==> src/design/bbst_ram.sv <==
// Generic single-port-write, single-port-read RAM with registered read data.
// Depends on nothing.
module bbst_ram #(
    parameter int WIDTH = 8,
    parameter int DEPTH = 16,
    localparam int AW = (DEPTH > 1) ? $clog2(DEPTH) : 1
) (
    input  logic             clk,
    input  logic             we,
    input  logic [AW-1:0]    waddr,
    input  logic [WIDTH-1:0] wdata,
    input  logic [AW-1:0]    raddr,
    output logic [WIDTH-1:0] rdata
);

    logic [WIDTH-1:0] mem [DEPTH];
    logic [WIDTH-1:0] rdata_reg;

    // Write port and registered read port
    always_ff @(posedge clk)
    begin
        if (we)
        begin
            mem[waddr] <= wdata;
        end
        rdata_reg <= mem[raddr];
    end

    assign rdata = rdata_reg;

endmodule

==> config.mk <==
export PLATFORM = sky130hd
export DESIGN_NAME = bbst_ram
export DESIGN_NICKNAME = d
export VERILOG_FILES = /design/src/design/bbst_ram.sv
export SDC_FILE = /design/constraint.sdc
export NUM_CORES = 1
export LEC_CHECK = 0
export BUFFER_PORTS_ARGS = -buffer_cell sky130_fd_sc_hd__buf_2
export CAP_MARGIN = 20
export CORE_UTILIZATION = 45
export DETAILED_ROUTE_END_ITERATION = 16
export SETUP_SLACK_MARGIN = 0.5
export SYNTH_ARGS = -nofsm -noshare
export SYNTH_HDL_FRONTEND = slang
export SYNTH_SLANG_ARGS = --single-unit
==> constraint.sdc <==
create_clock -name clk -period 2.1 [get_ports clk]
set_clock_uncertainty 0.05 [all_clocks]
set_input_delay 0.315 -clock clk [delete_from_list [all_inputs] [get_ports clk]]
set_output_delay 0.315 -clock clk [all_outputs]
set_load 0.05 [all_outputs]
* Word-level counts from Yosys, hierarchy flattened
Memory sizes are Yosys's and may differ from the RTL's. A register that Yosys moved wholly into a read port is not among the register bits. Cells that the tools add are included.
Cells by class: muxes and demuxes 2
Operators by type and width (count):
- $mux 1 | 2
Storage, ports and cells: output and inout bits 8, RAM bits 128, word-level logic and storage cells 3, bits in registers 0, memories kept 1
Memory list:
- mem | depth 16, bits a word 8, read ports 1, clocked after Yosys merged registers in 1, write ports 1, RTL line 16 | logic [WIDTH-1:0] mem [DEPTH];

* Logic depth before layout (Yosys ltp)
Gate-level depths: netlist of run 1.
depth in word-level cells 2, gate-level depth with buffers 5, mapped depth without buffers 3

* Least setup slack after synthesis of run 1
Ideal clock, no wire load.
path type input-to-reg, start point input port waddr[2], end point memory mem[0][0] (enable), data arrival time 1.425 ns, buffers on the path 0, cell stages on the path 2, data required time 1.667 ns, path slack 0.242 ns, path through or3b_2 nor3_1
RTL lines:
- from (decl) | RTL line 10 | input logic [AW-1:0] waddr,
- to (decl) | RTL line 16
No word-level cell before the write port.

* Worst setup path after layout of run 1
start point register rdata_reg[2], in the netlist rdata[2], read port of mem, end point output port rdata[2]
RTL lines:
- from (decl) | RTL line 17 | logic [WIDTH-1:0] rdata_reg;
- to (decl) | RTL line 13 | output logic [WIDTH-1:0] rdata
No word-level cell between the ends.

==> metrics.md, run 1 <==
| Metric | Value |
|---|---|
| Status | `finished clean` |
| Pleak | `between 2 and 2.5 nW` |
| Pwr dens | `1010 nW/µm²` |
| Detailed Routing Iterations Pass 1 | `5` |
| CP Buf/Inv Count | `1` |
| RR Endpoint | `rdata[1]$_DFF_P_` |
| Crit Path Max Fanout | `1` |
| VDD IR max | `between 0.4 and 0.5 mV` |
| Synthesized area | `slightly above 5000 µm²` |
| WHS | `~0.24 ns` |
| HPWL after detailed placement | `roughly 6100 µm` |
| Share of post-route cells with drive strength above 1 | `0.329` |
| Root Buffer | `clkbuf_16` |
| WS Path Type | `register to primary output` |
| H-tree depth | `4` |
| Syn avg cell area | `between 20 and 25 µm²` |
| Initial antenna violation count | `0` |
| Core ar. | `11,000 µm²` |
| Post-route ant nets | `0` |
| Final non-filler cell total | `about 440` |
| First-pass GRT wire length | `15,000 µm` |
| Worst r2r src | `mem[1][1]$_DFFE_PP_` |
| Boundary pin count | `26` |
| Maxcap violations | `0` |
| Diode count | `0` |
| WL/cell | `~22 µm` |
| Net switching share of the total power | `0.212` |
| CP peak stage delay | `0.37 ns` |
| Port Buf Inserts | `25` |
| Synth warn | `0` |
| CTS Buffer Depth | `2` |
| Post-CTS Hold Buffers | `0` |
| Post-synth cell types | `19` |
| Sequential element share of the synthesized area | `0.778` |
| Worst path slowest cell | `dfxtp_1` |
| Clk network pwr share | `0.455` |
| R2R setup slack | `~0.68 ns` |
| Critical path's top delay family | `flip-flops` |
| Final core occ | `0.560` |
| Post-DP Area | `5570 µm²` |
| Place WS | `0.323 ns` |
| Die height | `approximately 110 µm` |
| Min-delay worst type | `primary input to register` |
| CP arrival | `1.06 ns` |
| Critical Path End | `rdata[2]` |
| Clk slew on worst S/H paths | `0.06 ns` |
| DIE WIDTH | `roughly 110 µm` |
| Area delta synth->final | `19.5%` |
| Crit path capture type | `primary output` |
| Vias in the first global route | `2,525` |
| DRT iter0 DRCs | `about 160` |
| Fmax | `roughly 0.7 GHz` |
| Design area | `6150 µm²` |
| CP Cell Sequence | `buf_2` |
| Internal Pwr Total | `about 4.9 mW` |
| Post-synthesis net count | `247` |
| Worst Setup Start Kind | `register` |
| Required time of the worst setup path | `between 1.5 and 2 ns` |
| Psw | `between 1 and 1.5 mW` |
| Final count of pins violating max slew | `0` |
| #FFs+latches synth | `roughly 140` |
| Max reg flops | `128` |
| Sequential power share | `0.489` |
| Setup violators final | `0` |
| DP Cell Count | `between 400 and 500` |
| Largest net degree at the start of global routing | `33` |
| Clk sinks | `~140` |
| Total Power | `a little over 6 mW` |
| CP Launch Point | `rdata[2]$_DFF_P_` |
| Vias | `2,455` |
| Worst-margin pin slew | `0.405 ns` |
| Cell row count | `38` |
| Post-Syn Instances | `roughly 230` |
| TritonCTS Buffers | `17` |
| Levels on crit path | `1` |
| Fin crit share | `0.678` |
| Cts repair resizes | `0` |
| Worst setup margin | `around 0.68 ns` |
| Vias per inst | `about 5.6` |
| Final TNS setup | `0 ns` |
| Initial Util | `0.469` |
| Post-CTS Setup Inserts | `0` |
| R2R cell count | `3` |
| Slew headroom | `0.730` |
| Clock Latency Late Sink | `a little over 0.4 ns` |
| RSZ-0062 raised after global routing | `no` |
| # fillers | `826` |
| GR Overflow Total | `0` |
| # DRC | `0` |
| Final Hold Vio Count | `0` |
| Nets | `about 300` |
| Die area | `about 12,000 µm²` |
| CTS tree | `built` |
| Final weighted congestion in routability-driven placement | `about 0.7` |
| Routed wire length | `between 9000 and 10,000 µm` |
| Crit path time final | `around 1.4 ns` |
| Combinational power share | `0.056` |
| Total track usage | `0.186` |
==> worst reg2reg max path, delay by kind of cell, from the launching register on <==
family / cells / cell delay [ns]
compound gates: 1 / 0.31
mux: 1 / 0.50
flops: 1 / 0.36
simple gates: 1 / 0.08
==> area by class of cell <==
type                    count  area, µm²  share of cell area
flip-flops and latches    136       4000               0.651
multi-input cells          83       1060               0.173
clock buffers              18        429              0.0698
repair buffers             47        328              0.0533
well taps                 140        175              0.0285
clock inverters            14        151              0.0246
==> layout by cell type (no fill, tap or decap), types with 3 or more instances in the layout <==
| cell type | synthesis | routed |
|---|---|---|
| a22oi_1 | 16 | 16 |
| buf_12 | 0 | 3 |
| buf_2 | 3 | 25 |
| buf_4 | 1 | 19 |
| clkbuf_16 | 0 | 17 |
| clkinv_4 | 0 | 3 |
| clkinvlp_4 | 0 | 5 |
| dfxtp_1 | 8 | 8 |
| edfxtp_1 | 128 | 128 |
| mux4_1 | 14 | 14 |
| mux4_2 | 18 | 18 |
| nand2_1 | 9 | 9 |
| nor2_1 | 13 | 13 |
| nor3_1 | 4 | 3 |
==> cell usage after synthesis (all sizes together) <==
master | count | area, µm²
a22oi | 16 | 120
and2 | 1 | 6.26
and2b | 1 | 7.51
buf | 7 | 56.3
clkdlybuf4s25 | 3 | 30.0
dfxtp | 8 | 160
edfxtp | 128 | 3840
mux4 | 32 | 773
nand2 | 9 | 33.8
nand2b | 2 | 12.5
nand3 | 1 | 5.00
nand3b | 2 | 15.0
nor2 | 13 | 48.8
nor2b | 1 | 6.26
nor3 | 4 | 20.0
or3b | 1 | 8.76
==> cell families after synthesis <==
family	Yosys count	synth area share
multiplexers	32	0.150
AO/OA/AOI/OAI	16	0.0233
AND/OR/NAND/NOR	35	0.0318
flip-flops	136	0.778
buffers and inverters	10	0.0168
==> power by group through the flow <==
stage | Combinational, mW | Sequential (mW) | Clock (mW)
global placement | 0.348 | 3.11 | 0
CTS | 0.354 | 3.05 | 2.88
finish | 0.349 | 3.05 | 2.83
global route | 0.375 | 3.06 | 3.01
floorplan | 0.154 | 3.17 | 0
detailed placement | 0.352 | 3.11 | 0
==> how the worst min path moves through the flow <==
stage / start / cells after the start / slack (ns) / to
floorplan: wdata[0] / 0 / 0.36 / mem[0][0]$_DFFE_PP_
global placement: mem[11][1]$_DFFE_PP_ / 3 / 0.60 / rdata[1]$_DFF_P_
detailed placement: mem[5][2]$_DFFE_PP_ / 3 / 0.61 / rdata[2]$_DFF_P_
CTS: wdata[6] / 1 / 0.24 / mem[6][6]$_DFFE_PP_
global route: wdata[0] / 1 / 0.24 / mem[0][0]$_DFFE_PP_
finish: wdata[6] / 1 / 0.24 / mem[7][6]$_DFFE_PP_
==> routing by layer <==
layer	up-vias	routed length (µm)	track usage
li1	1090	-	-
met1	1262	4140	0.255
met2	92	4750	0.290
met3	11	598	0.0448
met4	0	148	0.0734
met5	-	0	0
(Power assumes the default switching activity.)
==> inputs of run 2 (changes only) <==
clock period = 1.3 ns   (was 2.1 ns; I/O delays follow)
==> run 2 against run 1 <==
Net effect:
- the run now ends with negative setup slack left
- global-route usage fell by 0.16 points
- non-clock buffer count rose by 18
- combinational power rose by 120%
- hold slack got worse by 0.12 ns
- routed wire length rose by 0.15%
- setup slack got worse by 0.69 ns
- clock power rose by 69%
- critical path type is now register to register
==> metrics.md, run 2 (same netlist as run 1, synthesis figures left out) <==
| Metric | Value |
|---|---|
| Status | `finished, violations left (was finished clean)` |
| Failing checks | `negative setup slack` |
| Total track usage | `0.185 (was 0.186)` |
| Post-route ant nets | `0 (unchanged)` |
| Port Buf Inserts | `25 (unchanged)` |
| Final weighted congestion in routability-driven placement | `0.733 (was 0.699)` |
| CP Launch Point | `mem[3][5]$_DFFE_PP_ (was rdata[2]$_DFF_P_)` |
| Clk network pwr share | `0.456 (was 0.455)` |
| HPWL after detailed placement | `6490 µm (was 6110 µm)` |
| Worst setup margin | `-0.0170 ns (was 0.675 ns)` |
| Final core occ | `0.616 (was 0.560)` |
| Final count of pins violating max slew | `0 (unchanged)` |
| VDD IR max | `0.823 mV (was 0.451 mV)` |
| Nets | `321 (was 303)` |
| Vias per inst | `5.44 (was 5.61)` |
| Largest net degree at the start of global routing | `28 (was 33)` |
| Worst Setup Start Kind | `register (unchanged)` |
| Place WS | `-0.320 ns (was 0.323 ns)` |
| Clk sinks | `136 (unchanged)` |
| DP Cell Count | `419 (was 406)` |
| Vias | `2,481 (was 2,455)` |
| Vias in the first global route | `2,571 (was 2,525)` |
| Critical Path End | `rdata[5]$_DFF_P_ (was rdata[2])` |
| Required time of the worst setup path | `1.54 ns (was 1.74 ns)` |
| Cell row count | `38 (unchanged)` |
| R2R setup slack | `-0.02 ns (was 0.68 ns)` |
| Diode count | `0 (unchanged)` |
| Setup violators final | `3 (was 0)` |
| Initial Util | `0.469 (unchanged)` |
| WS Path Type | `register to register (was register to primary output)` |
| Die area | `11,900 µm² (unchanged)` |
| Crit path time final | `1.32 ns` |
| Share of post-route cells with drive strength above 1 | `0.519 (was 0.329)` |
| Slew headroom | `0.363 (was 0.730)` |
| Area delta synth->final | `31.4% (was 19.5%)` |
| Final non-filler cell total | `456 (was 438)` |
| CP arrival | `1.55 ns (was 1.06 ns)` |
| RSZ-0062 raised after global routing | `yes (was no)` |
| Worst-margin pin slew | `0.952 ns (was 0.405 ns)` |
| Net switching share of the total power | `0.206 (was 0.212)` |
| Sequential power share | `0.472 (was 0.489)` |
| # DRC | `0 (unchanged)` |
| Die height | `109 µm (unchanged)` |
| Maxcap violations | `0 (unchanged)` |
| RR Endpoint | `rdata[5]$_DFF_P_ (was rdata[1]$_DFF_P_)` |
| Design area | `6760 µm² (was 6150 µm²)` |
| Post-CTS Hold Buffers | `0 (unchanged)` |
| Worst r2r src | `mem[3][5]$_DFFE_PP_ (was mem[1][1]$_DFFE_PP_)` |
| TritonCTS Buffers | `17 (unchanged)` |
| Initial antenna violation count | `0 (unchanged)` |
| DIE WIDTH | `109 µm (unchanged)` |
| Min-delay worst type | `primary input to register (unchanged)` |
| Internal Pwr Total | `8.32 mW (was 4.92 mW)` |
| Psw | `2.16 mW (was 1.32 mW)` |
| H-tree depth | `4 (unchanged)` |
| Fin crit share | `1.01` |
| Most frequent cells in the layout | `edfxtp_1 (128), mux4_2 (32), clkbuf_16 (17), buf_12 (16), buf_2 (15) (was edfxtp_1 (128), buf_2 (25), buf_4 (19), mux4_2 (18), clkbuf_16 (17))` |
| Fmax | `about 0.76 GHz` |
| GR Overflow Total | `0 (unchanged)` |
| Clk slew on worst S/H paths | `0.05 ns (was 0.06 ns)` |
| Final Hold Vio Count | `0 (unchanged)` |
| DRT iter0 DRCs | `157 (was 156)` |
| Crit path capture type | `register (was primary output)` |
| CTS Buffer Depth | `2 (unchanged)` |
| First-pass GRT wire length | `15,000 µm (about the same)` |
| R2R cell count | `3 (unchanged)` |
| Pleak | `2.26 nW (was 2.09 nW)` |
| Combinational power share | `0.072 (was 0.056)` |
| Pwr dens | `1550 nW/µm² (was 1010 nW/µm²)` |
| Core ar. | `11,000 µm² (unchanged)` |
| # fillers | `746 (was 826)` |
| Min-delay src | `wdata[1] (was wdata[6])` |
| WL/cell | `21.2 µm (was 22.0 µm)` |
| Crit Path Max Fanout | `1 (unchanged)` |
| Root Buffer | `clkbuf_16 (unchanged)` |
| Routed wire length | `9650 µm (was 9640 µm)` |
| CTS tree | `built (unchanged)` |
| Post-DP Area | `5890 µm² (was 5570 µm²)` |
| Most common cell after layout, fill and taps aside | `edfxtp_1 (unchanged)` |
| Boundary pin count | `26 (unchanged)` |
| Clock Latency Late Sink | `0.41 ns (about the same)` |
| Detailed Routing Iterations Pass 1 | `4 (was 5)` |
| Max reg flops | `128 (unchanged)` |
[run 2: layout make-up]
class                           instances  area (µm²)  share of cell area
Sequential cell                       136        4010               0.594
Multi-Input combinational cell         83        1210               0.179
Timing Repair Buffer                   65         763               0.113
Clock buffer                           20         447              0.0660
Tap cell                              140         175              0.0259
Clock inverter                         12         151              0.0224
[run 2: worst max-delay path: stages, from the launching register on]
cell and delay, ns:
edfxtp_1 0.36, mux4_2 0.48, a22oi_2 0.21, nand2_1 0.09
[run 2: repair_timing]
action                     4_1_cts  5_1_grt
pin swaps                       13        9
gates resized for setup         48        4
setup endpoints to repair      140      128
buffers inserted                 2        3
[run 2: metrics by stage]
stage	hold slack, ns	setup TNS [ns]	total power, mW
final	0.117	-0.0275	10.5
after global routing	0.127	-0.325	10.8
after CTS	0.115	-0.0509	10.5
after detailed placement	0.545	-10.49	5.68
after global placement	0.539	-10.0	5.68
after floorplan	0.244	-0.439	5.42
[run 2: worst min-delay path by stage]
stage | cells past startpoint | slack [ns] | endpoint
6_report | 1 | 0.12 | mem[2][1]$_DFFE_PP_
5_1_grt | 1 | 0.13 | mem[5][3]$_DFFE_PP_
4_1_cts | 1 | 0.11 | mem[14][5]$_DFFE_PP_
3_5_place_dp | 1 | 0.54 | mem[2][1]$_DFFE_PP_
3_3_place_gp | 1 | 0.54 | mem[14][6]$_DFFE_PP_
2_1_floorplan | 0 | 0.24 | mem[0][0]$_DFFE_PP_
[run 2: power by group through the flow]
stage	clock, mW	combinational [mW]	sequential, mW
2_1_floorplan	0	0.297	5.12
3_3_place_gp	0	0.650	5.03
3_5_place_dp	0	0.657	5.03
4_1_cts	4.84	0.752	4.95
5_1_grt	5.03	0.804	4.96
6_report	4.78	0.754	4.95
[run 2: routing by layer]
layer / wire [µm] / share of wire / vias to the layer above / GRT usage
li1: - / - / 1112 / -
met4: 177 / 0.018 / 0 / 0.0849
met2: 4760 / 0.49 / 78 / 0.283
met3: 523 / 0.054 / 15 / 0.0412
met5: 0 / 0 / - / 0
met1: 4190 / 0.43 / 1276 / 0.253
