<file path="src/design/bbst_pkg.sv">
// Shared types and constants for the bad-block skip translation core.
// No dependencies; imported by bbst_ctrl and the core top in the design folder.
package bbst_pkg;

    // Default sizing of the NAND array and the locked list
    localparam int BLOCK_COUNT_DEF = 4096;
    localparam int OFFSET_BITS_DEF = 17;
    localparam int LOCKED_MAX_DEF  = 2048;

    // Fixed field widths
    localparam int MODE_W = 2;
    localparam int LBLK_W = 12;
    localparam int HDR_W  = 32;
    localparam int ADDR_W = 29;
    localparam int STAT_W = 2;
    localparam int GOOD_W = 13;

    // Expected header magic for a table build
    localparam logic [HDR_W-1:0] HEADER_MAGIC = 32'h0058_4642;

    typedef enum logic [MODE_W-1:0] {
        MODE_APPEND = 2'd0,
        MODE_BUILD  = 2'd1,
        MODE_XLATE  = 2'd2
    } mode_t;

    typedef enum logic [STAT_W-1:0] {
        STAT_OK        = 2'd0,
        STAT_BAD_MAGIC = 2'd1,
        STAT_RANGE     = 2'd2,
        STAT_FULL      = 2'd3
    } status_t;

    typedef enum logic [1:0] {
        ST_IDLE,
        ST_BUILD,
        ST_XLATE
    } state_t;

    // Request word
    typedef struct packed {
        logic [MODE_W-1:0] mode;
        logic [LBLK_W-1:0] locked_block;
        logic [HDR_W-1:0]  header_word;
        logic [ADDR_W-1:0] vaddr;
    } req_t;

    // Response word
    typedef struct packed {
        logic [STAT_W-1:0] status;
        logic [ADDR_W-1:0] physical_address;
        logic [GOOD_W-1:0] good_count;
    } rsp_t;

endpackage

</file>
<file path="src/design/bbst_ctrl.sv">
// Sequencer for list appends, the table build walk and address translation.
// Depends on bbst_pkg; drives the locked-list RAM and the remap-table RAM.
module bbst_ctrl
    import bbst_pkg::*;
#(
    parameter int BLOCK_COUNT = BLOCK_COUNT_DEF,
    parameter int OFFSET_BITS = OFFSET_BITS_DEF,
    parameter int LOCKED_MAX  = LOCKED_MAX_DEF,
    localparam int BLK_W = $clog2(BLOCK_COUNT),
    localparam int LI_W  = (LOCKED_MAX > 1) ? $clog2(LOCKED_MAX) : 1
) (
    input  logic             clk,
    input  logic             rst_n,
    // request channel
    input  logic             req_valid,
    output logic             req_stall,
    input  req_t             req,
    // response channel
    output logic             rsp_valid,
    input  logic             rsp_stall,
    output rsp_t             rsp,
    // locked-list RAM
    output logic             list_we,
    output logic [LI_W-1:0]  list_waddr,
    output logic [LBLK_W-1:0] list_wdata,
    output logic [LI_W-1:0]  list_raddr,
    input  logic [LBLK_W-1:0] list_rdata,
    // remap-table RAM
    output logic             map_we,
    output logic [BLK_W-1:0] map_waddr,
    output logic [BLK_W-1:0] map_wdata,
    output logic [BLK_W-1:0] map_raddr,
    input  logic [BLK_W-1:0] map_rdata
);

    localparam int UW    = $clog2(BLOCK_COUNT + 1);
    localparam int LC_W  = $clog2(LOCKED_MAX + 1);
    localparam int VB_W  = ADDR_W - OFFSET_BITS;
    localparam int CMP_W = (LBLK_W > BLK_W) ? LBLK_W : BLK_W;
    localparam int VC_W  = (VB_W > UW) ? VB_W : UW;
    localparam int PW    = (ADDR_W > BLK_W + OFFSET_BITS) ? ADDR_W : BLK_W + OFFSET_BITS;

    state_t                 state_reg, state_next;
    logic [LC_W-1:0]        lcount_reg, lcount_next;
    logic [UW-1:0]          usable_reg, usable_next;
    logic [BLK_W-1:0]       blk_reg, blk_next;
    logic [LC_W-1:0]        ptr_reg, ptr_next;
    logic [UW-1:0]          good_reg, good_next;
    logic [OFFSET_BITS-1:0] xoff_reg, xoff_next;
    logic                   xrange_reg, xrange_next;
    logic                   rsp_valid_reg, rsp_valid_next;
    rsp_t                   rsp_reg, rsp_next;

    logic                   out_free;
    logic [VB_W-1:0]        vblk;
    logic [OFFSET_BITS-1:0] voff;
    logic [LC_W-1:0]        ptr_inc;
    logic [UW-1:0]          good_inc;
    logic                   match;
    logic [PW-1:0]          phys_wide;

    // Address split and walk helpers
    assign vblk      = req.vaddr[ADDR_W-1:OFFSET_BITS];
    assign voff      = req.vaddr[OFFSET_BITS-1:0];
    assign ptr_inc   = ptr_reg + 1'b1;
    assign good_inc  = good_reg + 1'b1;
    assign match     = (ptr_reg < lcount_reg) &&
                       (CMP_W'(list_rdata) == CMP_W'(blk_reg));
    assign phys_wide = (PW'(map_rdata) << OFFSET_BITS) | PW'(xoff_reg);
    assign out_free  = !rsp_valid_reg || !rsp_stall;

    // State and counters
    always_ff @(posedge clk or negedge rst_n)
    begin
        if (!rst_n)
        begin
            state_reg     <= ST_IDLE;
            lcount_reg    <= '0;
            usable_reg    <= '0;
            blk_reg       <= '0;
            ptr_reg       <= '0;
            good_reg      <= '0;
            xrange_reg    <= 1'b0;
            rsp_valid_reg <= 1'b0;
        end
        else
        begin
            state_reg     <= state_next;
            lcount_reg    <= lcount_next;
            usable_reg    <= usable_next;
            blk_reg       <= blk_next;
            ptr_reg       <= ptr_next;
            good_reg      <= good_next;
            xrange_reg    <= xrange_next;
            rsp_valid_reg <= rsp_valid_next;
        end
    end

    // Payload registers
    always_ff @(posedge clk)
    begin
        xoff_reg <= xoff_next;
        rsp_reg  <= rsp_next;
    end

    // Next state, RAM accesses and response
    always_comb
    begin
        state_next     = state_reg;
        lcount_next    = lcount_reg;
        usable_next    = usable_reg;
        blk_next       = blk_reg;
        ptr_next       = ptr_reg;
        good_next      = good_reg;
        xoff_next      = xoff_reg;
        xrange_next    = xrange_reg;
        rsp_valid_next = rsp_valid_reg && rsp_stall;
        rsp_next       = rsp_reg;

        list_we    = 1'b0;
        list_waddr = lcount_reg[LI_W-1:0];
        list_wdata = req.locked_block;
        list_raddr = ptr_reg[LI_W-1:0];
        map_we     = 1'b0;
        map_waddr  = good_reg[BLK_W-1:0];
        map_wdata  = blk_reg;
        map_raddr  = BLK_W'(vblk);

        req_stall  = !((state_reg == ST_IDLE) && out_free);

        unique case (state_reg)
            ST_IDLE:
            begin
                // first list entry is fetched ahead of a build
                list_raddr = '0;
                if (req_valid && out_free)
                begin
                    rsp_next.physical_address = '0;
                    rsp_next.good_count       = GOOD_W'(usable_reg);
                    case (req.mode)
                        MODE_APPEND:
                        begin
                            rsp_valid_next = 1'b1;
                            if (lcount_reg < LC_W'(LOCKED_MAX))
                            begin
                                list_we         = 1'b1;
                                lcount_next     = lcount_reg + 1'b1;
                                rsp_next.status = STAT_OK;
                            end
                            else
                            begin
                                rsp_next.status = STAT_FULL;
                            end
                        end
                        MODE_BUILD:
                        begin
                            if (req.header_word == HEADER_MAGIC)
                            begin
                                state_next = ST_BUILD;
                                blk_next   = '0;
                                ptr_next   = '0;
                                good_next  = '0;
                            end
                            else
                            begin
                                rsp_valid_next  = 1'b1;
                                rsp_next.status = STAT_BAD_MAGIC;
                            end
                        end
                        MODE_XLATE:
                        begin
                            state_next  = ST_XLATE;
                            xoff_next   = voff;
                            xrange_next = VC_W'(vblk) >= VC_W'(usable_reg);
                        end
                        default:
                        begin
                            rsp_valid_next  = 1'b1;
                            rsp_next.status = STAT_OK;
                        end
                    endcase
                end
            end

            ST_BUILD:
            begin
                // one physical block per cycle; skip it if it is the current list entry
                if (match)
                begin
                    ptr_next   = ptr_inc;
                    list_raddr = ptr_inc[LI_W-1:0];
                end
                else
                begin
                    map_we    = 1'b1;
                    good_next = good_inc;
                end
                if (blk_reg == BLK_W'(BLOCK_COUNT - 1))
                begin
                    usable_next    = good_next;
                    state_next     = ST_IDLE;
                    ptr_next       = '0;
                    rsp_valid_next = 1'b1;
                    rsp_next       = '{status: STAT_OK, physical_address: '0,
                                       good_count: GOOD_W'(good_next)};
                end
                else
                begin
                    blk_next = blk_reg + 1'b1;
                end
            end

            ST_XLATE:
            begin
                // table data is back; rejoin block and offset, or answer STAT_RANGE when out of range
                state_next              = ST_IDLE;
                rsp_valid_next          = 1'b1;
                rsp_next.good_count     = GOOD_W'(usable_reg);
                if (xrange_reg)
                begin
                    rsp_next.status           = STAT_RANGE;
                    rsp_next.physical_address = '0;
                end
                else
                begin
                    rsp_next.status           = STAT_OK;
                    rsp_next.physical_address = phys_wide[ADDR_W-1:0];
                end
            end

            default:
            begin
                state_next = ST_IDLE;
            end
        endcase
    end

    assign rsp_valid = rsp_valid_reg;
    assign rsp       = rsp_reg;

endmodule

</file>
<file path="config.mk">
export PLATFORM = sky130hd
export DESIGN_NAME = bbst_ctrl
export DESIGN_NICKNAME = d
export VERILOG_FILES = /design/src/design/bbst_pkg.sv /design/src/design/bbst_ctrl.sv
export SDC_FILE = /design/constraint.sdc
export NUM_CORES = 1
export LEC_CHECK = 0
export BUFFER_PORTS_ARGS = -buffer_cell sky130_fd_sc_hd__buf_2
export CAP_MARGIN = 5
export CORE_MARGIN = 2
export CORE_UTILIZATION = 48
export CTS_BUF_LIST = sky130_fd_sc_hd__clkbuf_4 sky130_fd_sc_hd__clkbuf_8 sky130_fd_sc_hd__clkbuf_16
export CTS_CLUSTER_DIAMETER = 200
export CTS_CLUSTER_SIZE = 24
export DETAILED_ROUTE_END_ITERATION = 12
export HOLD_SLACK_MARGIN = 0.12
export PLACE_DENSITY = 0.9
export SETUP_SLACK_MARGIN = 0.3
export SYNTH_ARGS = -nofsm -noshare
export SYNTH_HDL_FRONTEND = slang
export SYNTH_SLANG_ARGS = --single-unit
</file>
<file path="constraint.sdc">
create_clock -name clk -period 3.5 [get_ports clk]
set_input_delay 0.35 -clock clk [delete_from_list [all_inputs] [get_ports clk]]
set_output_delay 0.35 -clock clk [all_outputs]
set_load 0.02 [all_outputs]
</file>
## After elaboration in Yosys (flattened, before gate mapping)

Index checks and enable logic that the tools add are counted.

| storage, ports and cells | value |
|---|---|
| input port bits | 103 |
| word-level logic and storage cells | 96 |
| output and inout port bits | 118 |
| register bits | 127 |

| operators by class | value |
|---|---|
| mux-type cells | 38 |
| reductions and logical operators | 21 |
| add/sub/neg operators | 4 |
| eq/ne operators | 17 |
| order comparisons | 3 |
| bitwise gates (word level) | 1 |

Operators by type and width:

| operator | number |
|---|---|
| $pmux 44 s3 | 1 |
| $mux 44 | 2 |
| $mux 12 | 6 |
| $mux 13 | 4 |
| $pmux 12 s2 | 2 |
| $add 12x1->12 const B | 3 |
| $eq 32x23->1 const B | 1 |
| $mux 31 | 1 |
| $or 29x17->29 | 1 |
| $pmux 13 s2 | 1 |
| $pmux 11 s2 | 1 |
| $reduce_and 5->1 | 3 |
| $add 13x1->13 const B | 1 |
| $ge 12x13->1 | 1 |
| $eq 12x12->1 | 1 |
| $eq 12x12->1 const B | 1 |
| $lt 12x12->1 | 1 |
| $lt 12x12->1 const B | 1 |
| $reduce_and 4->1 | 3 |
| $mux 11 | 1 |
| $mux 2 | 5 |
| $mux 1 | 9 |
| $ne 3x3->1 const B | 3 |
| $pmux 2 s2 | 2 |
| other kinds (16) | 29 |

## Longest topological paths before layout

Gate-level depths: netlist of the first run.

| logic depth | value |
|---|---|
| depth after elaboration | 5 |
| gate-level depth with buffers | 11 |
| depth with buffers taken out | 8 |

## Worst setup path before layout of the first run

Ideal clock, no wire load.

| timing | value |
|---|---|
| path kind | reg-to-reg |
| from | register blk_reg[0], in the netlist map_wdata[0] |
| to | register rsp_reg (netlist bit rsp[0]), enable pin |
| stages on the path, launching flop included | 8 |
| library setup time | 441 ps |
| clock period less this slack | 3789 ps |
| buffers on the path | 1 |
| arrival time | 3348 ps |
| setup slack | -289 ps |
| data required time | 3059 ps |
| path through | dfrtp_1 ha_1 and2_1 and4_1 clkbuf_1 nand2b_1 nand2_1 nor2_1 |

| between the ends | value |
|---|---|
| word-level cells in the longest chain between the ends | 3 |

Ends and longest elaborated chain:

| what | RTL line | source |
|---|---|---|
| start: declaration | bbst_ctrl.sv:46 | `logic [BLK_W-1:0] blk_reg, blk_next;` |
| start signal: assignment | bbst_ctrl.sv:91 | `blk_reg <= blk_next;` |
| $eq 12x12->1 | bbst_ctrl.sv:198 | `if (blk_reg == BLK_W'(BLOCK_COUNT - 1))` |
| $ne 2x2->1 (no line) | n/a |  |
| $reduce_and 3->1 (no line) | n/a |  |
| end signal: assignment | bbst_ctrl.sv:103 | `rsp_reg <= rsp_next;` |
| end: declaration | bbst_ctrl.sv:52 | `rsp_t rsp_reg, rsp_next;` |

Every way passes these cells.
A chain may end at the register's enable or synchronous reset.

## Worst setup path in the final report of the first run

| timing | value |
|---|---|
| from | register lcount_reg[6] |
| to | output list_raddr[2] |

| between the ends | value |
|---|---|
| word-level cells in the longest chain between the ends | 4 |

Ends and longest elaborated chain:

| what | RTL line | source |
|---|---|---|
| start: declaration | bbst_ctrl.sv:44 | `logic [LC_W-1:0] lcount_reg, lcount_next;` |
| start signal: assignment | bbst_ctrl.sv:89 | `lcount_reg <= lcount_next;` |
| $lt 12x12->1 | bbst_ctrl.sv:67 | `assign match = (ptr_reg < lcount_reg) &&` |
| $logic_and 1x1->1 | bbst_ctrl.sv:67 |  |
| $mux 11 | bbst_ctrl.sv:188 | `if (match)` |
| $pmux 11 s2 | bbst_ctrl.sv:131 | `unique case (state_reg)` |
| end: declaration | bbst_ctrl.sv:26 | `output logic [LI_W-1:0] list_raddr,` |

Every way passes these cells.

==> results.yml, run 1 <==
run_status:
  status: "completed"
detailed_routing:
  firstDrtPassIters: 6
  drt-met1-wl_mm: 8.38
  drtIter0Drc: 664
  met2_length_mm: 10.4
  dr_total_vias: 7041
  top_layer: "met4"
  wl_met3_mm: 2.48
  wl_mm: 22.3
  post-route-drc-count: 0
  routedWlPerCell_um: 18.8
  vias_per_cell: 5.94
  ant_nets: 0
critical_path:
  cp-start-kind: "register"
  crit_path_end_kind: "output pin"
  cp_data_required_time_ns: 3.15
  reg2reg_depth: 8
  cp_max_fo: 5
  r2r_slack_ns: 0.42
  r2r_end: "map_wdata[8]$_DFFE_PN0P_"
  cp.arrival_ns: 3.07
  rr_startpoint: "state_reg[0]$_DFFE_PN0P_"
  crit_type: "reg -> out"
power_and_ir_drop:
  power_frac_comb_pct: 37.5
  power.density_nw_per_um2: 704
  p_switching_mw: 2.78
  power.share.switching_pct: 40.9
  clock_power_share_pct: 27.2
  leakagePower_nw: 4.31
  internal_power_mw: 4.02
  vdd_drop_max_uv: 451
  power_frac_seq_pct: 35.3
sta:
  setup_viol: 0
  fin_setup_tns_ns: 0
  finalCritPeriodShare_pct: 97.7
  relSlewSlack_pct: 36.9
  rsz0062_at_grt: "yes"
  final_max_slew_viol_count: 0
  fmax_mhz: 292
  hold_viol: 0
  timing.final.crit_period_ns: 3.42
  finClkSkew_ns: 0.00879
  worstMarginPinSlew_ns: 0.946
final_layout:
  stdcell_count: 1185
  post-route-util_pct: 63.3
  area_delta_synth_final_pct: 28.4
  fin_nets: 1099
  seq_area_sq_um: 3490
  stdcell_area_sq_um: 9650
  multi_input_area_sq_um: 3530
  largest_reg_flops: 44
  fillers: 1124
  final_common_cell: "buf_2"
  drive_above_1_share_pct: 31.7
  mostFrequentLayoutCells: "187 x buf_2, 72 x nand2_1, 62 x dfrtp_1, 61 x edfxtp_1, 48 x nand3_1"
  antenna_cells: 0
global_route:
  grt_pass1_vias: 6384
  antenna_found_initial: 0
  grt_max_degree: 43
  grt-ovfl-total: 0
  grt_usage_pct: 25.2
  grt_pass1_wl_mm: 32.8
clocking:
  clk_path_buf_depth: 2
  htreeDepth: 4
  cts-root-buf: "clkbuf_16"
  cts_tree: "done"
  numCtsBuffers: 17
  insertion_delay_ns: 0.43
  cts.sinks: 127
  cts.clk_slew.worst_paths_ns: 0.07
logic_synthesis:
  syn_nets: 908
  ys_async_sr_fraction_pct: 52.0
  synth-main-ff-cell: "dfrtp_1"
  synthesis.area_sq_um: 7520
  yosysWarnings: 0
  synth-edff-count: 61
  synth.avg_cell_area_sq_um: 9.77
  ys_seq_elements: 127
  synth_cells: 770
  seq_area_frac_synth_pct: 46.3
  synth_cell_types: 54
worst_hold_path:
  holdCritStartpoint: "map_rdata[10]"
  hold_depth: 2
  min_path_type: "in -> reg"
  holdPathEnd: "rsp[40]$_DFFE_PP_"
place:
  dpl.cell_count: 1107
  dpl_cell_area_sq_um: 8400
  port_buffers: 196
  gp_congestion: 0.894
  dp_hpwl_mm: 14.1
floorplanning:
  die_y_um: 129
  die_w_um: 129
  io_pins: 221
  die-area_sq_um: 16700
  fp-row-count: 45
  coreArea_sq_um: 15300
  start_util_pct: 49.3
flow_run:
  drv_cap: 0
-- critical path, stage by stage, from the launching register on --
cell	delay, ns
dfrtp_1	0.41
inv_1	0.10
ha_1	0.34
nand3_1	0.12
nand2_1	0.09
a311o_2	0.44
buf_6	0.16
a211oi_4	0.24
buf_6	0.17
nand2_2	0.06
a221o_1	0.37
buf_6	0.15
-- power by group through the flow --
stage	logic, mW	clock network [mW]	registers, mW
2_1_floorplan	1.32	0	2.68
3_3_place_gp	2.28	0	2.40
3_5_place_dp	2.32	0	2.42
4_1_cts	2.42	1.86	2.39
5_1_grt	2.74	1.92	2.46
6_report	2.55	1.85	2.40
-- per-layer routing --
layer	global-route usage, %	up-vias
met1	31.2	3266
met4	11.1	0
met2	41.5	525
li1	-	3144
met3	6.85	106
met5	0	-
-- Yosys cell counts, types with 3 or more instances --
master	number	share of area [%]
a21oi_1	18	1.2
inv_1	34	1.7
and4_1	5	0.58
a31oi_1	13	1.1
o22ai_1	4	0.33
or3_1	31	2.6
nor4_1	11	0.92
edfxtp_1	61	24
o211ai_1	28	2.8
xnor2_1	21	2.4
and3_1	9	0.75
buf_4	49	4.9
xor2_1	15	1.7
clkbuf_1	32	1.6
nand2_1	73	3.6
nand3_1	51	3.4
nor4b_1	4	0.47
nand4_1	9	0.75
nor3_1	18	1.2
a211o_1	5	0.58
dfrtp_1	66	22
o21ai_0	25	1.7
ha_1	35	5.8
or4_1	13	1.3
nand2b_1	7	0.58
nor4bb_1	3	0.40
buf_2	7	0.47
o311ai_0	4	0.47
nor2_1	36	1.8
a21o_1	9	0.90
and2_1	36	3.0
a221o_1	6	0.80
-- repair_timing --
item | 4_1_cts | 5_1_grt
gates resized for setup | 31 | 26
hold endpoints to repair | 56 | 0
cloned | 1 | 1
pin swaps | 8 | 10
setup endpoints to repair | 12 | 19
buffers inserted | 15 | 11
hold buffers | 18 | 0
-- how the worst max path moves through the flow --
stage,startpoint,to,cells after the start
4_1_cts,lcount_reg[1]$_DFFE_PN0P_,list_raddr[5],8
5_1_grt,lcount_reg[11]$_DFFE_PN0P_,list_raddr[7],9
2_1_floorplan,map_wdata[0]$_DFFE_PN0P_,rsp[0]$_DFFE_PP_,7
3_3_place_gp,lcount_reg[1]$_DFFE_PN0P_,list_raddr[7],8
6_report,lcount_reg[6]$_DFFE_PN0P_,list_raddr[2],11
3_5_place_dp,lcount_reg[11]$_DFFE_PN0P_,list_raddr[7],9
-- final cells by class --
type | instances | area share (%)
Multi-Input combinational cell | 520 | 36.6
Sequential cell | 127 | 36.1
Timing Repair Buffer | 261 | 16.9
Clock buffer | 17 | 4.41
Tap cell | 211 | 2.74
Clock inverter | 15 | 1.93
Inverter | 34 | 1.32
-- stage by stage --
| step | power [mW] | setup WS [ns] | hold WS [ns] |
|---|---|---|---|
| 2_1_floorplan | 4.00 | 0.406 | 0.0544 |
| 3_3_place_gp | 4.68 | 0.382 | 0.479 |
| 3_5_place_dp | 4.74 | 0.323 | 0.487 |
| 4_1_cts | 6.66 | 0.192 | 0.184 |
| 5_1_grt | 7.12 | 0.0172 | 0.203 |
| 6_report | 6.80 | 0.0794 | 0.193 |
-- cell families (layout without fill, tap and decap cells) --
family	count (synthesis)	after routing	synth area share [%]
xor+xnor	36	36	4.19
fa+ha+maj	35	35	5.82
mux	2	2	0.266
flops	127	127	46.3
simple gates	315	315	22.3
buf+inv	123	327	8.70
compound gates	132	132	12.3
Power figures use the tool's default switching activity.
==> run 2, diff against run 1 <==
--- a/config.mk
+++ b/config.mk
@@ -8,13 +8,13 @@
 export BUFFER_PORTS_ARGS = -buffer_cell sky130_fd_sc_hd__buf_2
 export CAP_MARGIN = 5
 export CORE_MARGIN = 2
-export CORE_UTILIZATION = 48
-export CTS_BUF_LIST = sky130_fd_sc_hd__clkbuf_4 sky130_fd_sc_hd__clkbuf_8 sky130_fd_sc_hd__clkbuf_16
+export CORE_UTILIZATION = 49
+export CTS_BUF_LIST = sky130_fd_sc_hd__clkbuf_8
 export CTS_CLUSTER_DIAMETER = 200
 export CTS_CLUSTER_SIZE = 24
 export DETAILED_ROUTE_END_ITERATION = 12
 export HOLD_SLACK_MARGIN = 0.12
-export PLACE_DENSITY = 0.9
+export PLACE_DENSITY = 0.91
 export SETUP_SLACK_MARGIN = 0.3
 export SYNTH_ARGS = -nofsm -noshare
 export SYNTH_HDL_FRONTEND = slang
==> run 2 against run 1 <==
  * Worst setup slack improved by 0.035 ns
  * Sequential power about the same
  * Total power decreased by 8.9%
  * Register-to-register slack got worse by 0.03 ns
  * Utilization decreased by 0.49 points
  * Via count shrank 2.7%
  * Die area shrank 2.0%
  * Sequential share of layout area up 0.70 points
  * Cell area decreased by 1.9%
  * Critical path depth is 3 lower
  * Largest power group unchanged
==> results.yml, run 2 (same netlist as run 1, synthesis figures left out) <==
detailed_routing:
  firstDrtPassIters: 5
  dr_total_vias: 6849
  routedWlPerCell_um: 18.0
  wl_mm: 20.9
  ant_nets: 0
  post-route-drc-count: 0
  drtIter0Drc: 566
  vias_per_cell: 5.90
critical_path:
  cp.arrival_ns: 3.04
  max_stage_delay_ns: 0.50
  crit_type: "reg -> out"
  endpoint: "list_raddr[7]"
  cp_data_required_time_ns: 3.15
  cp_num_buf_inv: 2
  crit_chain: "inv_2 -> ha_1 -> a2111o_1 -> a311o_2 -> a211o_4 -> or4_4 -> nand3_4 -> buf_6"
  rr_startpoint: "lcount_reg[3]$_DFFE_PN0P_"
  cp_slowest_cell: "or4_4"
  cp.depth: 8
  r2r_slack_ns: 0.39
  cp_top_family: "compound AO/OA/AOI/OAI gates"
  reg2reg_depth: 12
  crit_start: "lcount_reg[3]$_DFFE_PN0P_"
  cp-start-kind: "register"
  r2r_end: "rsp[2]$_DFFE_PP_"
  crit_path_end_kind: "output pin"
  cp_max_fo: 6
global_route:
  grt_usage_pct: 25.3
  grt_pass1_vias: 6338
  grt_max_degree: 38
  grt-ovfl-total: 0
  grt_pass1_wl_mm: 32.2
  antenna_found_initial: 0
floorplanning:
  die_y_um: 128
  io_pins: 221
  die-area_sq_um: 16400
  coreArea_sq_um: 15100
  die_w_um: 128
  start_util_pct: 49.8
  fp-row-count: 45
place:
  port_buffers: 196
  gp_congestion: 0.900
  dp_hpwl_mm: 13.9
power_and_ir_drop:
  leakagePower_nw: 4.23
  power_frac_comb_pct: 40.4
  p_switching_mw: 2.67
  p_total_mw: 6.20
  vdd_drop_max_uv: 350
  internal_power_mw: 3.53
  power.density_nw_per_um2: 654
  power_frac_seq_pct: 38.6
  clock_power_share_pct: 21.0
  power.share.switching_pct: 43.1
final_layout:
  final_common_cell: "buf_2"
  drive_above_1_share_pct: 32.4
  antenna_cells: 0
  mostFrequentLayoutCells: "189 x buf_2, 73 x nand2_1, 61 x dfrtp_1, 61 x edfxtp_1, 47 x nand3_1"
  post-route-util_pct: 62.8
  fillers: 1158
  fin_nets: 1098
  area_delta_synth_final_pct: 26.0
  largest_reg_flops: 44
clocking:
  clk_path_buf_depth: 2
  cts_tree: "done"
  cts.clk_slew.worst_paths_ns: 0.09
  insertion_delay_ns: 0.47
  htreeDepth: 4
  cts.sinks: 127
  numCtsBuffers: 17
  cts-root-buf: "clkbuf_8"
worst_hold_path:
  hold_depth: 2
  min_path_type: "in -> reg"
sta:
  fmax_mhz: 295
  relSlewSlack_pct: 39.4
  setup_viol: 0
  rsz0062_at_grt: "yes"
  final_max_slew_viol_count: 0
  hold_viol: 0
  worstMarginPinSlew_ns: 0.909
  finClkSkew_ns: 0.0142
  fin_setup_tns_ns: 0
  finalCritPeriodShare_pct: 96.7
  timing.final.crit_period_ns: 3.39
flow_run:
  drv_cap: 0
run_status:
  status: "completed"
[run 2: power by group through the flow]
stage	Clock [mW]	Sequential, mW	Combinational (mW)
after global routing	1.39	2.44	2.71
final	1.30	2.39	2.50
after floorplan	0	2.68	1.32
after detailed placement	0	2.41	2.36
after global placement	0	2.38	2.32
after CTS	1.32	2.37	2.44
[run 2: metal layers]
metal | part of all wire, % | global-route usage (%)
met5 | 0 | 0
met4 | 2.5 | 9.70
met3 | 9.3 | 6.47
met2 | 48 | 41.6
met1 | 40 | 32.2
[run 2: worst min path at each step]
stage          slack [ns]                   endpoint                 startpoint
5_1_grt              0.13          rsp[35]$_DFFE_PP_               map_rdata[5]
2_1_floorplan        0.05    good_reg[0]$_DFFE_PN0P_                      rst_n
6_report             0.16          rsp[35]$_DFFE_PP_               map_rdata[5]
4_1_cts              0.14          rsp[35]$_DFFE_PP_               map_rdata[5]
3_3_place_gp         0.48  lcount_reg[7]$_DFFE_PN0P_  lcount_reg[7]$_DFFE_PN0P_
3_5_place_dp         0.50  lcount_reg[7]$_DFFE_PN0P_  lcount_reg[7]$_DFFE_PN0P_
[run 2: stage by stage]
| step | cells | setup slack (ns) | instance area, sq um | hold WS, ns |
|---|---|---|---|---|
| 6_report | 1161 | 0.114 | 9470 | 0.156 |
| 5_1_grt | 1161 | 0.0284 | 9470 | 0.131 |
| 4_1_cts | 1157 | 0.168 | 9360 | 0.140 |
| 2_1_floorplan | 770 | 0.406 | 7520 | 0.0544 |
| 3_5_place_dp | 1085 | 0.222 | 8400 | 0.495 |
| 3_3_place_gp | 1085 | 0.283 | 8400 | 0.478 |
[run 2: final cells by class]
| cell class | count | area, sq um | area share [%] |
|---|---|---|---|
| clock buffers | 17 | 234 | 2.47 |
| clock inverters | 15 | 170 | 1.80 |
| well taps | 188 | 235 | 2.48 |
| inverters | 34 | 128 | 1.35 |
| multi-input cells | 521 | 3590 | 37.9 |
| repair buffers | 259 | 1630 | 17.2 |
| flip-flops and latches | 127 | 3490 | 36.8 |
[run 2: what timing repair did]
action,4_1_cts,5_1_grt
cloned,3,0
endpoints found under the hold margin,52,0
buffers inserted,19,4
endpoints found under the setup margin,13,15
pin swaps,13,9
hold buffers,18,0
gates resized for setup,42,18
==> run 3, diff against run 2 <==
--- a/config.mk
+++ b/config.mk
@@ -8,13 +8,14 @@
 export BUFFER_PORTS_ARGS = -buffer_cell sky130_fd_sc_hd__buf_2
 export CAP_MARGIN = 5
 export CORE_MARGIN = 2
-export CORE_UTILIZATION = 49
+export CORE_UTILIZATION = 41
 export CTS_BUF_LIST = sky130_fd_sc_hd__clkbuf_8
 export CTS_CLUSTER_DIAMETER = 200
 export CTS_CLUSTER_SIZE = 24
 export DETAILED_ROUTE_END_ITERATION = 12
+export GPL_TIMING_DRIVEN = 0
 export HOLD_SLACK_MARGIN = 0.12
-export PLACE_DENSITY = 0.91
+export PLACE_DENSITY = 0.8
 export SETUP_SLACK_MARGIN = 0.3
 export SYNTH_ARGS = -nofsm -noshare
 export SYNTH_HDL_FRONTEND = slang
==> run 3 against run 2 <==
  * Clock skew grew 0.0016 ns
  * Highest routed layer unchanged
  * Fmax decreased by 2.3%
  * Total power is 3.8% higher
  * Worst setup slack worse by 0.081 ns
  * Critical endpoint unchanged
  * First-iteration DRC count grew 42%
==> results.yml, run 3 (same netlist as run 1, synthesis figures left out) <==
run_status:
  status: "completed"
critical_path:
  cp.arrival_ns: 3.12
  cp_max_fo: 8
  crit_chain: "ha_1 -> and3_1 -> nand2_1 -> nand3_1 -> a211o_1 -> buf_6 -> or4_4 -> nand3_4 -> buf_6"
  cp_num_buf_inv: 2
  crit_type: "reg -> out"
  max_stage_delay_ns: 0.49
  crit_path_end_kind: "output pin"
  cp_data_required_time_ns: 3.15
  cp_top_family: "simple AND/OR/NAND/NOR gates"
  cp-start-kind: "register"
  crit_path_frequent_cell: "buf_6"
  cp_slowest_cell: "dfrtp_2"
detailed_routing:
  routedWlPerCell_um: 17.3
  dr_total_vias: 7215
  ant_nets: 0
  post-route-drc-count: 0
  firstDrtPassIters: 5
  wl_mm: 22.5
  drtIter0Drc: 803
  vias_per_cell: 5.55
sta:
  rsz0062_at_grt: "yes"
  hold_viol: 0
  finalCritPeriodShare_pct: 99.0
  worstMarginPinSlew_ns: 1.03
  timing.final.crit_period_ns: 3.47
  fmax_mhz: 288
  setup_viol: 0
  final_max_slew_viol_count: 0
  fin_setup_tns_ns: 0
  relSlewSlack_pct: 30.6
  finClkSkew_ns: 0.0158
  hold_slack_ns: 0.172
  fin_ws_ns: 0.0336
final_layout:
  drive_above_1_share_pct: 35.7
  final_common_cell: "buf_2"
  area_delta_synth_final_pct: 34.6
  stdcell_area_sq_um: 10100
  largest_reg_flops: 44
  fin_nets: 1195
  mostFrequentLayoutCells: "200 x buf_2, 87 x buf_4, 72 x nand2_1, 62 x dfrtp_1, 61 x edfxtp_1"
  antenna_cells: 0
floorplanning:
  coreArea_sq_um: 18000
  io_pins: 221
  die_y_um: 139
  die_w_um: 139
  fp-row-count: 49
  die-area_sq_um: 19400
  start_util_pct: 41.9
place:
  port_buffers: 208
  gp_congestion: 0.882
  post-place-ws_ns: -0.198
  dpl_cell_area_sq_um: 8880
  dp_hpwl_mm: 15.2
clocking:
  clk_path_buf_depth: 2
  numCtsBuffers: 17
  cts_tree: "done"
  cts.sinks: 127
  htreeDepth: 4
  cts-root-buf: "clkbuf_8"
  cts.clk_slew.worst_paths_ns: 0.08
  insertion_delay_ns: 0.45
power_and_ir_drop:
  power_frac_comb_pct: 42.3
  power.share.switching_pct: 41.9
  internal_power_mw: 3.74
  leakagePower_nw: 4.60
  p_total_mw: 6.43
  p_switching_mw: 2.69
  power.density_nw_per_um2: 635
  power_frac_seq_pct: 36.5
  clock_power_share_pct: 21.2
  vdd_drop_max_uv: 479
global_route:
  grt_pass1_wl_mm: 34.4
  grt_max_degree: 67
  grt-ovfl-total: 0
  grt_pass1_vias: 6718
  grt_usage_pct: 22.1
  antenna_found_initial: 0
flow_run:
  drv_cap: 0
worst_hold_path:
  min_path_type: "in -> reg"
==> run 3: final cells by class <==
cell class              instances  area (sq um)
fillers                      1504          7840
flip-flops and latches        127          3490
inverters                      34           128
clock inverters                15           184
clock buffers                  17           234
well taps                     229           287
repair buffers                268          1620
multi-input cells             520          3590
plain buffers                  89           593
==> run 3: metrics by stage <==
stage	util, %	std cells
4_1_cts	55.4	1286
2_1_floorplan	-	770
6_report	56.3	1299
5_1_grt	56.3	1299
3_5_place_dp	49.4	1208
3_3_place_gp	49.3	1207
==> run 3: timing repair <==
| item | in CTS | in global routing |
|---|---|---|
| pin swaps | 13 | 6 |
| setup endpoints to repair | 44 | 34 |
| hold endpoints to repair | 83 | 0 |
| hold buffers | 18 | 0 |
| resized for setup | 67 | 27 |
| cloned | 0 | 0 |
| buffers inserted | 28 | 12 |
==> run 3: worst paths after layout <==
check / cells past startpoint / to / startpoint / slack [ns]
setup / recovery: 9 / list_raddr[7] / ptr_reg[10]$_DFFE_PN0P_ / 0.03
max in group asynchronous: 2 / ptr_reg[10]$_DFFE_PN0P_ / rst_n / 2.27
setup reg to reg: 10 / ptr_reg[3]$_DFFE_PN0P_ / state_reg[0]$_DFFE_PN0P_ / 0.47
hold / removal: 2 / rsp[40]$_DFFE_PP_ / map_rdata[10] / 0.17
hold reg to reg: 2 / usable_reg[0]$_DFFE_PN0P_ / usable_reg[0]$_DFFE_PN0P_ / 0.53
min in group asynchronous: 2 / lcount_reg[7]$_DFFE_PN0P_ / rst_n / 0.55
==> run 3: power by group through the flow <==
stage,Sequential [mW],Combinational [mW],Clock (mW)
6_report,2.35,2.72,1.36
5_1_grt,2.39,2.92,1.45
4_1_cts,2.34,2.64,1.38
3_5_place_dp,2.37,2.55,0
3_3_place_gp,2.36,2.45,0
2_1_floorplan,2.68,1.32,0
==> run 3: per-layer routing <==
layer / share of wire, % / routed length, um / GRT usage (%)
met5: 0 / 0 / 0
met4: 3.4 / 754 / 8.93
met3: 8.3 / 1880 / 4.40
met2: 48 / 10800 / 36.5
met1: 40 / 9050 / 28.5
==> run 3: worst reg2reg max path, cell delays in order, from the launching register on <==
cell      delay, ns
dfrtp_1        0.43
inv_1          0.14
ha_1           0.18
buf_1          0.40
inv_1          0.19
nand2_1        0.14
o41a_1         0.37
clkbuf_2       0.30
clkbuf_1       0.49
nand2_1        0.14
o311ai_0       0.13
